`src/rtl/x86_branch_address_converter_core_macros.svh`:
```
// assertion macros used by the burst buffer of the branch address converter rtl
`ifndef X86_BRANCH_ADDRESS_CONVERTER_CORE_MACROS_SVH
`define X86_BRANCH_ADDRESS_CONVERTER_CORE_MACROS_SVH

// same-cycle implication, checked outside reset
`define X86BCJ_ASSERT_NOW(label, clk, rstn, ante, cons) \
    label: assert property (@(posedge clk) disable iff (!(rstn)) (ante) |-> (cons)) \
        else $error("x86bcj assertion failed");

// next-cycle implication, checked outside reset
`define X86BCJ_ASSERT_NEXT(label, clk, rstn, ante, cons) \
    label: assert property (@(posedge clk) disable iff (!(rstn)) (ante) |=> (cons)) \
        else $error("x86bcj assertion failed");

`endif

```
`src/rtl/x86bcj_pkg.sv`:
```
// shared constants and types of the branch address converter
package x86bcj_pkg;

    localparam logic [7:0] OPCODE_CALL = 8'hE8;
    localparam logic [7:0] OPCODE_JMP  = 8'hE9;

    // operand is four bytes, the full instruction five
    localparam int OPERAND_BYTES = 4;
    localparam int INSTR_LEN     = 5;
    localparam logic [31:0] POS_ADJUST = 32'(INSTR_LEN - OPERAND_BYTES);

    // configuration register indexes
    localparam int CFG_INDEX_W = 1;
    localparam logic [CFG_INDEX_W-1:0] REG_ENCODE_MODE    = 1'b0;
    localparam logic [CFG_INDEX_W-1:0] REG_START_POSITION = 1'b1;

    // results caused by one item, byte 0 leaves first
    typedef struct packed {
        logic [2:0]      count;
        logic [3:0][7:0] bytes;
        logic            range_last;
    } burst_t;

endpackage

```
`src/rtl/x86bcj_scan.sv`:
```
// opcode scan, operand gathering and displacement conversion
module x86bcj_scan (
    input  logic                 aclk,
    input  logic                 aresetn,
    input  logic                 take,
    input  logic [7:0]           item_byte,
    input  logic                 item_last,
    input  logic                 encode_mode,
    input  logic [31:0]          start_position,
    output x86bcj_pkg::burst_t   burst
);
    import x86bcj_pkg::*;

    logic [31:0] byte_counter_reg, byte_counter_next;
    logic [1:0]  gathered_count_reg, gathered_count_next;
    logic        gathering_reg, gathering_next;
    logic [7:0]  operand_store_reg [3];
    logic        store_we;
    logic [31:0] pos, rel, conv;
    burst_t      res;

    assign pos  = start_position + byte_counter_reg + POS_ADJUST;
    assign rel  = {item_byte, operand_store_reg[2], operand_store_reg[1], operand_store_reg[0]};
    assign conv = encode_mode ? (rel + pos) : (rel - pos);

    always_comb begin
        res                 = '0;
        res.range_last      = item_last;
        store_we            = 1'b0;
        gathering_next      = gathering_reg;
        gathered_count_next = gathered_count_reg;
        byte_counter_next   = byte_counter_reg + 32'd1;
        if (!gathering_reg) begin
            res.count     = 3'd1;
            res.bytes[0]  = item_byte;
            if (item_byte == OPCODE_CALL || item_byte == OPCODE_JMP) begin
                gathering_next      = 1'b1;
                gathered_count_next = 2'd0;
            end
        end else if (gathered_count_reg != 2'd3) begin
            store_we            = 1'b1;
            gathered_count_next = gathered_count_reg + 2'd1;
            // range ends inside the operand: held bytes go out as they are
            if (item_last) begin
                res.count = {1'b0, gathered_count_reg} + 3'd1;
                for (int i = 0; i < 3; i++) begin
                    res.bytes[i] = (2'(i) == gathered_count_reg) ? item_byte
                                                                 : operand_store_reg[i];
                end
            end
        end else begin
            res.count           = 3'd4;
            res.bytes           = conv;
            gathering_next      = 1'b0;
            gathered_count_next = 2'd0;
        end
        if (item_last) begin
            byte_counter_next   = '0;
            gathered_count_next = 2'd0;
            gathering_next      = 1'b0;
        end
    end

    always_ff @(posedge aclk) begin
        if (!aresetn) begin
            byte_counter_reg   <= '0;
            gathered_count_reg <= 2'd0;
            gathering_reg      <= 1'b0;
        end else if (take) begin
            byte_counter_reg   <= byte_counter_next;
            gathered_count_reg <= gathered_count_next;
            gathering_reg      <= gathering_next;
        end
    end

    always_ff @(posedge aclk) begin
        if (take && store_we) begin
            operand_store_reg[gathered_count_reg] <= item_byte;
        end
    end

    assign burst = res;

endmodule

```
`src/rtl/x86bcj_burst_buf.sv`:
```
// result register that sends a burst of up to four bytes one per cycle while m_ready is high
module x86bcj_burst_buf (
    input  logic               aclk,
    input  logic               aresetn,
    input  logic               load,
    input  x86bcj_pkg::burst_t load_burst,
    output logic               load_ready,
    output logic               m_valid,
    input  logic               m_ready,
    output logic [7:0]         m_out_byte,
    output logic               m_burst_last,
    output logic               m_range_done
);
    import x86bcj_pkg::*;
    `include "x86_branch_address_converter_core_macros.svh"

    logic [2:0]      cnt_reg, cnt_next;
    logic [3:0][7:0] bytes_reg, bytes_next;
    logic            last_reg, last_next;
    logic            pop;

    assign pop        = m_valid && m_ready;
    assign load_ready = (cnt_reg == 3'd0) || (cnt_reg == 3'd1 && m_ready);

    always_comb begin
        cnt_next   = cnt_reg;
        bytes_next = bytes_reg;
        last_next  = last_reg;
        if (load) begin
            cnt_next   = load_burst.count;
            bytes_next = load_burst.bytes;
            last_next  = load_burst.range_last;
        end else if (pop) begin
            cnt_next   = cnt_reg - 3'd1;
            bytes_next = {8'h00, bytes_reg[3:1]};
        end
    end

    always_ff @(posedge aclk) begin
        if (!aresetn) begin
            cnt_reg <= 3'd0;
        end else begin
            cnt_reg <= cnt_next;
        end
    end

    always_ff @(posedge aclk) begin
        bytes_reg <= bytes_next;
        last_reg  <= last_next;
    end

    assign m_valid      = (cnt_reg != 3'd0);
    assign m_out_byte   = bytes_reg[0];
    assign m_burst_last = (cnt_reg == 3'd1);
    assign m_range_done = (cnt_reg == 3'd1) && last_reg;

    `X86BCJ_ASSERT_NOW(a_cnt_in_range, aclk, aresetn, 1'b1, cnt_reg <= 3'd4)
    `X86BCJ_ASSERT_NOW(a_done_ends_burst, aclk, aresetn, m_valid && m_range_done, m_burst_last)
    `X86BCJ_ASSERT_NEXT(a_drain_empties, aclk, aresetn, cnt_reg == 3'd1 && m_ready && !load, cnt_reg == 3'd0)

endmodule

```
`src/rtl/x86_branch_address_converter_core.sv`:
```
// top level of the x86 call/jump branch address converter
// Converts the 32-bit displacement after each call (0xE8) or jump (0xE9) opcode in a byte
// range, adding (encode) or subtracting (decode) start_position + opcode index + 5. One item
// is one byte; a pass-through byte gives one result, operand bytes give none until the fourth,
// which gives the four converted bytes, and a range that ends inside an operand flushes the held
// bytes unchanged. An accepted item passes through the input register, then the result
// register. Items are taken at one per cycle as long as each yields at most one result and
// m_ready is high; a four-byte burst drains from the result register at one byte per cycle
// while m_ready is high, and the next item waits until its last byte goes out. Configuration
// is written through cfg_wr_en / cfg_index / cfg_wr_data, effective at the next conversion.
module x86_branch_address_converter_core (
    input  logic                               aclk,
    input  logic                               aresetn,
    // input byte stream
    input  logic                               s_valid,
    output logic                               s_ready,
    input  logic [7:0]                         s_data_byte,
    input  logic                               s_range_last,
    // result byte stream
    output logic                               m_valid,
    input  logic                               m_ready,
    output logic [7:0]                         m_out_byte,
    output logic                               m_burst_last,
    output logic                               m_range_done,
    // configuration writes
    input  logic                               cfg_wr_en,
    input  logic [x86bcj_pkg::CFG_INDEX_W-1:0] cfg_index,
    input  logic [31:0]                        cfg_wr_data
);
    import x86bcj_pkg::*;

    // configuration registers
    logic        encode_mode_reg;
    logic [31:0] start_position_reg;

    // input register, frees the upstream side from the result stall
    logic        in_valid_reg;
    logic [7:0]  in_byte_reg;
    logic        in_last_reg;

    logic        take;
    logic        load_ready;
    burst_t      burst;

    always_ff @(posedge aclk) begin
        if (!aresetn) begin
            encode_mode_reg    <= 1'b1;
            start_position_reg <= '0;
        end else if (cfg_wr_en) begin
            unique case (cfg_index)
                REG_ENCODE_MODE:    encode_mode_reg    <= cfg_wr_data[0];
                REG_START_POSITION: start_position_reg <= cfg_wr_data;
            endcase
        end
    end

    // item moves on into the scan logic once the result register can take its burst
    assign take    = in_valid_reg && load_ready;
    assign s_ready = !in_valid_reg || take;

    always_ff @(posedge aclk) begin
        if (!aresetn) begin
            in_valid_reg <= 1'b0;
        end else if (s_valid && s_ready) begin
            in_valid_reg <= 1'b1;
        end else if (take) begin
            in_valid_reg <= 1'b0;
        end
    end

    always_ff @(posedge aclk) begin
        if (s_valid && s_ready) begin
            in_byte_reg <= s_data_byte;
            in_last_reg <= s_range_last;
        end
    end

    // opcode scan and conversion, state advances once per item taken
    x86bcj_scan u_scan (
        .aclk           (aclk),
        .aresetn        (aresetn),
        .take           (take),
        .item_byte      (in_byte_reg),
        .item_last      (in_last_reg),
        .encode_mode    (encode_mode_reg),
        .start_position (start_position_reg),
        .burst          (burst)
    );

    // result register, an item with no result loads an empty burst
    x86bcj_burst_buf u_burst_buf (
        .aclk         (aclk),
        .aresetn      (aresetn),
        .load         (take),
        .load_burst   (burst),
        .load_ready   (load_ready),
        .m_valid      (m_valid),
        .m_ready      (m_ready),
        .m_out_byte   (m_out_byte),
        .m_burst_last (m_burst_last),
        .m_range_done (m_range_done)
    );

endmodule

```
`config.mk`:
```
export PLATFORM = sky130hd
export DESIGN_NAME = x86_branch_address_converter_core
export DESIGN_NICKNAME = d
export VERILOG_FILES = /design/src/rtl/x86bcj_pkg.sv /design/src/rtl/x86bcj_scan.sv /design/src/rtl/x86bcj_burst_buf.sv /design/src/rtl/x86_branch_address_converter_core.sv
export VERILOG_INCLUDE_DIRS = /design/src /design/src/rtl
export SDC_FILE = /design/constraint.sdc
export NUM_CORES = 1
export LEC_CHECK = 0
export ABC_AREA = 0
export BUFFER_PORTS_ARGS = -buffer_cell sky130_fd_sc_hd__buf_4
export CAP_MARGIN = 0
export CELL_PAD_IN_SITES_DETAIL_PLACEMENT = 0
export CELL_PAD_IN_SITES_GLOBAL_PLACEMENT = 1
export CORE_UTILIZATION = 48
export CTS_CLUSTER_DIAMETER = 120
export CTS_CLUSTER_SIZE = 16
export DETAILED_ROUTE_END_ITERATION = 12
export HOLD_SLACK_MARGIN = 0.08
export PLACE_DENSITY_LB_ADDON = 0.12
export SKIP_LAST_GASP = 1
export SLEW_MARGIN = 10
export SYNTH_ARGS = -nofsm -noshare
export SYNTH_HDL_FRONTEND = slang
export SYNTH_SLANG_ARGS = --single-unit
```
`constraint.sdc`:
```
create_clock -name aclk -period 7 [get_ports aclk]
set_clock_uncertainty 0.15 [all_clocks]
set_input_delay 0.7 -clock aclk [delete_from_list [all_inputs] [get_ports aclk]]
set_output_delay 0.7 -clock aclk [all_outputs]
set_load 0.05 [all_outputs]
```
### Yosys cells after proc, flatten, opt, wreduce, memory -nomap -nowiden

Memory sizes are Yosys's and may differ from the RTL's.
Index checks and enable logic that the tools add are counted.

| operators by class | value |
|---|---|
| add/subtract/negate cells | 8 |
| equal/unequal tests | 6 |
| muxes and demuxes | 30 |
| bitwise logic cells | 1 |
| reduce and logical (&&, ||, !) cells | 19 |

Operators by type and width:

| kind | number |
|---|---|
| 2-to-1 mux 32 bit | 4 |
| 2-to-1 mux 24 bit | 3 |
| adder 32 x 1 -> 32 bit (second input constant) | 2 |
| adder 32 bit | 2 |
| 2-to-1 mux 8 bit | 5 |
| subtractor 32 bit | 1 |
| == test 8 bit (second input constant) | 2 |
| 2-to-1 mux 3 bit | 5 |
| 2-to-1 mux 1 bit | 9 |
| 2-to-1 mux 2 bit | 4 |
| logical AND 1 bit | 6 |
| AND reduction 2 bit | 3 |
| nonzero test 3 bit | 2 |
| nonzero test 2 bit | 2 |
| adder 2 x 1 -> 3 bit (second input constant) | 1 |
| == test 3 x 1 -> 1 bit (second input constant) | 1 |
| logical NOT 3 bit | 1 |
| logical OR 1 bit | 3 |
| subtractor 3 x 1 -> 3 bit (second input constant) | 1 |
| adder 2 x 1 -> 2 bit (second input constant) | 1 |
| == test 1 x 2 -> 1 bit (first input constant) | 1 |
| == test 2 bit (first input constant) | 1 |
| logical NOT 2 bit | 1 |
| != test 2 bit (second input constant) | 1 |
| other kinds (2) | 2 |

| word-level totals | value |
|---|---|
| register bits after elaboration | 114 |
| RAM bits | 24 |
| input port bits | 47 |
| output and inout port bits | 12 |
| word-level logic and storage cells | 79 |
| memories kept | 1 |

Memory list:

| memory | depth | width | rd ports | clocked after memory_dff | wr ports | RTL line | text |
|---|---|---|---|---|---|---|---|
| u_scan.operand_store_reg | 3 | 8 | 3 | 0 | 1 | x86bcj_scan.sv:17 | `logic [7:0] operand_store_reg [3];` |

### Logic depth before layout (Yosys ltp)

| depth | value |
|---|---|
| depth after elaboration | 7 |
| depth in mapped cells | 24 |
| mapped depth without buffers | 24 |

### Cells and area by module

Synthesis repeated with hierarchy kept, for this count alone.

| second synthesis, totals | value |
|---|---|
| cells, all modules | 1175 |
| area, all modules | 10561.4 µm² |

Modules (own cells, without submodules):

| module | instances | cells each | area an instance (µm²) |
|---|---|---|---|
| x86bcj_scan | 1 | 901 | 7149.4 |
| x86_branch_address_converter_core | 1 | 167 | 1754.2 |
| x86bcj_burst_buf | 1 | 107 | 1657.8 |

### Worst setup path before layout

Ideal clock, no wire load.

| path | value |
|---|---|
| kind | flip-flop to flip-flop |
| start point | register u_scan.byte_counter_reg[0] |
| end point | register u_burst_buf.bytes_reg[31] (netlist bit) (data pin) |
| library setup time | 0.260 ns |
| arrival | 4.922 ns |
| data required time | 6.590 ns |
| path slack | 1.668 ns |
| cell stages (with the launch flop) | 23 |
| path buffers | 0 |
| period minus slack after synthesis | 5.332 ns |
| cell sequence | dfxtp_1 inv_1 ha_1 fa_1 nor2b_1 o31a_1 o221ai_1 and2_1 xnor2_1 nor4_1 nor2b_1 nor2_1 xnor2_1 ha_1 a2111oi_0 a22o_1 a211oi_1 o31ai_1 o21ai_0 xnor2_1 and3_1 a21bo_2 nand3_1 |

| between the ends | value |
|---|---|
| longest elaborated chain between the ends | 7 |

RTL lines:

| element | RTL line | text |
|---|---|---|
| start, declared | x86bcj_scan.sv:14 | `logic [31:0] byte_counter_reg, byte_counter_next;` |
| start signal, assigned | x86bcj_scan.sv:70 | `byte_counter_reg <= byte_counter_next;` |
| adder 32 bit (*) | x86bcj_scan.sv:22 | `assign pos = start_position + byte_counter_reg + POS_ADJUST;` |
| adder 32 x 1 -> 32 bit (*) | x86bcj_scan.sv:22 |  |
| subtractor 32 bit or adder 32 bit (tied branches) | x86bcj_scan.sv:24 | `assign conv = encode_mode ? (rel + pos) : (rel - pos);` |
| 2-to-1 mux 32 bit (*) | x86bcj_scan.sv:24 |  |
| 2-to-1 mux 8 bit (*) | x86bcj_scan.sv:40 | `end else if (gathered_count_reg != 2'd3) begin` |
| 2-to-1 mux 24 bit (*) | x86bcj_scan.sv:33 | `if (!gathering_reg) begin` |
| 2-to-1 mux 32 bit (*) | x86bcj_burst_buf.sv:29 | `if (load) begin` |
| end signal, assigned | x86bcj_burst_buf.sv:48 | `bytes_reg <= bytes_next;` |
| end, declared | x86bcj_burst_buf.sv:18 | `logic [3:0][7:0] bytes_reg, bytes_next;` |

Mark *: on every way between the ends. The rest lies on a longest branch, timed or not.
A chain may end at the register's enable or synchronous reset.

### Worst setup path after layout

Same ends and word-level chain as after synthesis.

==> reports/metrics.csv <==
stage;metric;value;unit
sta;final_hold_viol_count;0;
power;p_sw;0.0008332;W
clock_network;cts_max_path_buffers;2;
route;drtAntennaViolNets;0;
place;gp_congestion;0.9012;
yosys;synth_area_leaders;edfxtp_1 19%, dfxtp_1 14%, ha_1 9.0%, nand2_1 6.1%, a21oi_1 4.2%;
yosys;avgSynthCellArea;8.497;um2
place;numPortBuffers;58;
clock_network;path_clk_slew;60;ps
yosys;synthCells;1221;
power;ir_drop;146.5;uV
global_route;grtUsageTotal;24.32;%
sta;max_freq;161.3;MHz
sta;rsz0062_at_grt;false;
sta;fin_setup_tns;0;ps
yosys;synthArstFlopShare;0;%
yosys;synth_top_area_share;19.10;%
critical_path;worstPathArrival;6210;ps
route;drtPass1Iterations;5;
power;total_leakage_power;4.832;nW
floorplanning;die_area;22210;um2
critical_path;worst-path-buf-inv;1;
clock_network;cts-root-buf;clkbuf_16;
route;m1WireLength;13170;um
route;wl_met3;779;um
critical_path;crit_fanout;4;
final_layout;num-nets-final;1374;
critical_path;slowest_delay;670;ps
min_path;hold_class;input pin to flip-flop;
sta;timing.final.crit_share;88.57;%
status;status;finished, final reports clean;
yosys;synth_area;10370;um2
sta;drv_slew;0;
floorplanning;core;21090;um2
clock_network;post-cts-setup-buffers;0;
critical_path;required;7010;ps
critical_path;start_kind;flip-flop;
power;clock_power_share;34.4;%
yosys;synthTopCellsByCount;168 x nand2_1, 111 x nor2_1, 87 x a21oi_1, 75 x ha_1, 72 x dfxtp_1;
power;p_comb_share;25.6;%
route;drc;0;
critical_path;reg2reg_slack;800;ps
global_route;antenna_found_initial;0;
clock_network;cts_hold_buffers;0;
critical_path;critPathKind;flip-flop to flip-flop;
floorplanning;fp.dieW;149.0;um
clock_network;cts_resized;0;
route;routedWlPerCell;16.77;um
yosys;ys.flop_type;dfxtp_1;
place;dp_hpwl;19420;um
route;met2_length;11480;um
critical_path;crit_family;compound AO/OA/AOI/OAI gates;
critical_path;worst_path_max_delay_cell;a2111oi_0;
power;cellPowerDensity;221.8;nW/um2
global_route;grt_pass1_wl;42610;um
yosys;yosys_warnings;0;
power;internal-power;0.001725;W
final_layout;layout-drive-gt1-share;10.06;%
yosys;synth.net_count;1345;
route;vias_per_cell;5.655;
power;netSwitchingFraction;32.57;%
final_layout;syn2layout_area_growth;11.20;%
yosys;post_synth_num_cell_types;84;
critical_path;path_cells;inv_1, ha_1, fa_1, nor2b_1, o31a_1, o221ai_1, and2_1, xnor2_1, nor4_1, nor2b_1, nor2_1, xnor2_1, ha_1, a2111oi_0, a22o_1, a211oi_1, o31ai_1, o21ai_0, xnor2_1, and3_1, a21bo_2, nand3_1;
final_layout;num_antenna_cells;0;
yosys;synth_edf_count;66;
power;pwr-share-seq;40.0;%
sta;setup_viol;0;
global_route;grt-ovfl-total;0;
clock_network;clk_latency;420;ps
global_route;grt_max_degree;42;
critical_path;cp-end-kind;flip-flop;
sta;min_period;6200;ps
critical_path;worst_path_most_repeated_cell;xnor2_1;
floorplanning;rows;53;
clock_network;cts_htree_levels;4;
floorplanning;start_util;49.20;%
run;drv_cap;0;
floorplanning;io-pin-count;59;
clock_network;cts-buffers-inserted;17;
route;top_layer;met4;
clock_network;clock-sinks;138;
place;pre_cts_ws;841.1;ps
yosys;synth_most_common_cell;nand2_1;
route;wl;25780;um
sta;worst_slack;799.8;ps
global_route;grt_pass1_vias;8304;
route;vias;8691;
floorplanning;die_y;149.0;um
clock_network;cts_tree;yes;
yosys;seq_area_frac_synth;33.00;%
route;drt_first_iter_violations;559;
yosys;synth-seq-cells;138;
yosys;synth_top_cell_by_area;edfxtp_1;
sta;worst_slew_pin_slew;1180;ps
sta;relSlewSlack;21.13;%
-- power by group through the flow --
stage | Clock, W | Combinational (W) | Sequential [W]
2_1_floorplan | 0 | 0.000509 | 0.00101
3_5_place_dp | 0 | 0.000655 | 0.00104
4_1_cts | 0.000896 | 0.000659 | 0.00103
3_3_place_gp | 0 | 0.000653 | 0.00104
6_report | 0.000880 | 0.000656 | 0.00102
5_1_grt | 0.000931 | 0.000728 | 0.00103
-- metal layers --
layer,track usage (%),vias to the layer above
met4,5.765,0
li1,-,4501
met5,0,-
met3,3.792,26
met1,34.19,4004
met2,38.95,160
-- layout by cell type, fill, tap and decap left out, types with 21 or more instances in the layout --
cell type,n
a21boi_0,36
a21o_1,30
a21oi_1,87
and2_1,21
buf_4,65
dfxtp_1,72
edfxtp_1,66
ha_1,75
inv_1,35
nand2_1,168
nand3_1,23
nor2_1,111
nor3_1,23
o21ai_0,55
xnor2_1,49
xor2_1,47
-- per-stage QoR --
stage,util [%],cell area [um2],power (W),hold slack (ps),std cells
after floorplan,-,10380,0.001521,293.5,1221
after global placement,52.00,10970,0.001693,313.3,1506
after detailed placement,52.00,10970,0.001696,319.8,1506
after CTS,54.69,11530,0.002580,290.7,1537
after global routing,54.71,11540,0.002692,288.3,1537
final,54.71,11540,0.002559,309.6,1537
-- area by class of cell --
| type | instances | area (um2) |
|---|---|---|
| flip-flops and latches | 138 | 3423 |
| well taps | 275 | 344.1 |
| multi-input cells | 993 | 6584 |
| clock buffers | 21 | 475.5 |
| clock inverters | 10 | 91.34 |
| repair buffers | 65 | 488.0 |
| fillers | 2001 | 9550 |
| inverters | 35 | 131.4 |
-- worst paths after layout --
kind / start / to / depth (start not counted)
hold reg to reg: start_position_reg[15] / start_position_reg[15] / 2
setup reg to reg: u_scan.byte_counter_reg[0] / u_burst_buf.bytes_reg[31] / 22
setup / recovery: u_scan.byte_counter_reg[0] / u_burst_buf.bytes_reg[31] / 22
hold / removal: s_data_byte[1] / in_byte_reg[1] / 1
-- cells by family (layout without fill, tap and decap cells) --
family          after synthesis  in the layout  synth area share (%)
fa+ha+maj                    77             77                 9.431
xor+xnor                     96             96                 8.104
compound gates              340            340                 22.50
mux                          20             20                 1.954
simple gates                460            460                 21.42
flops                       138            138                 33.00
buf+inv                      90            131                 3.594
Note: power is estimated with default switching activity, not from simulation.
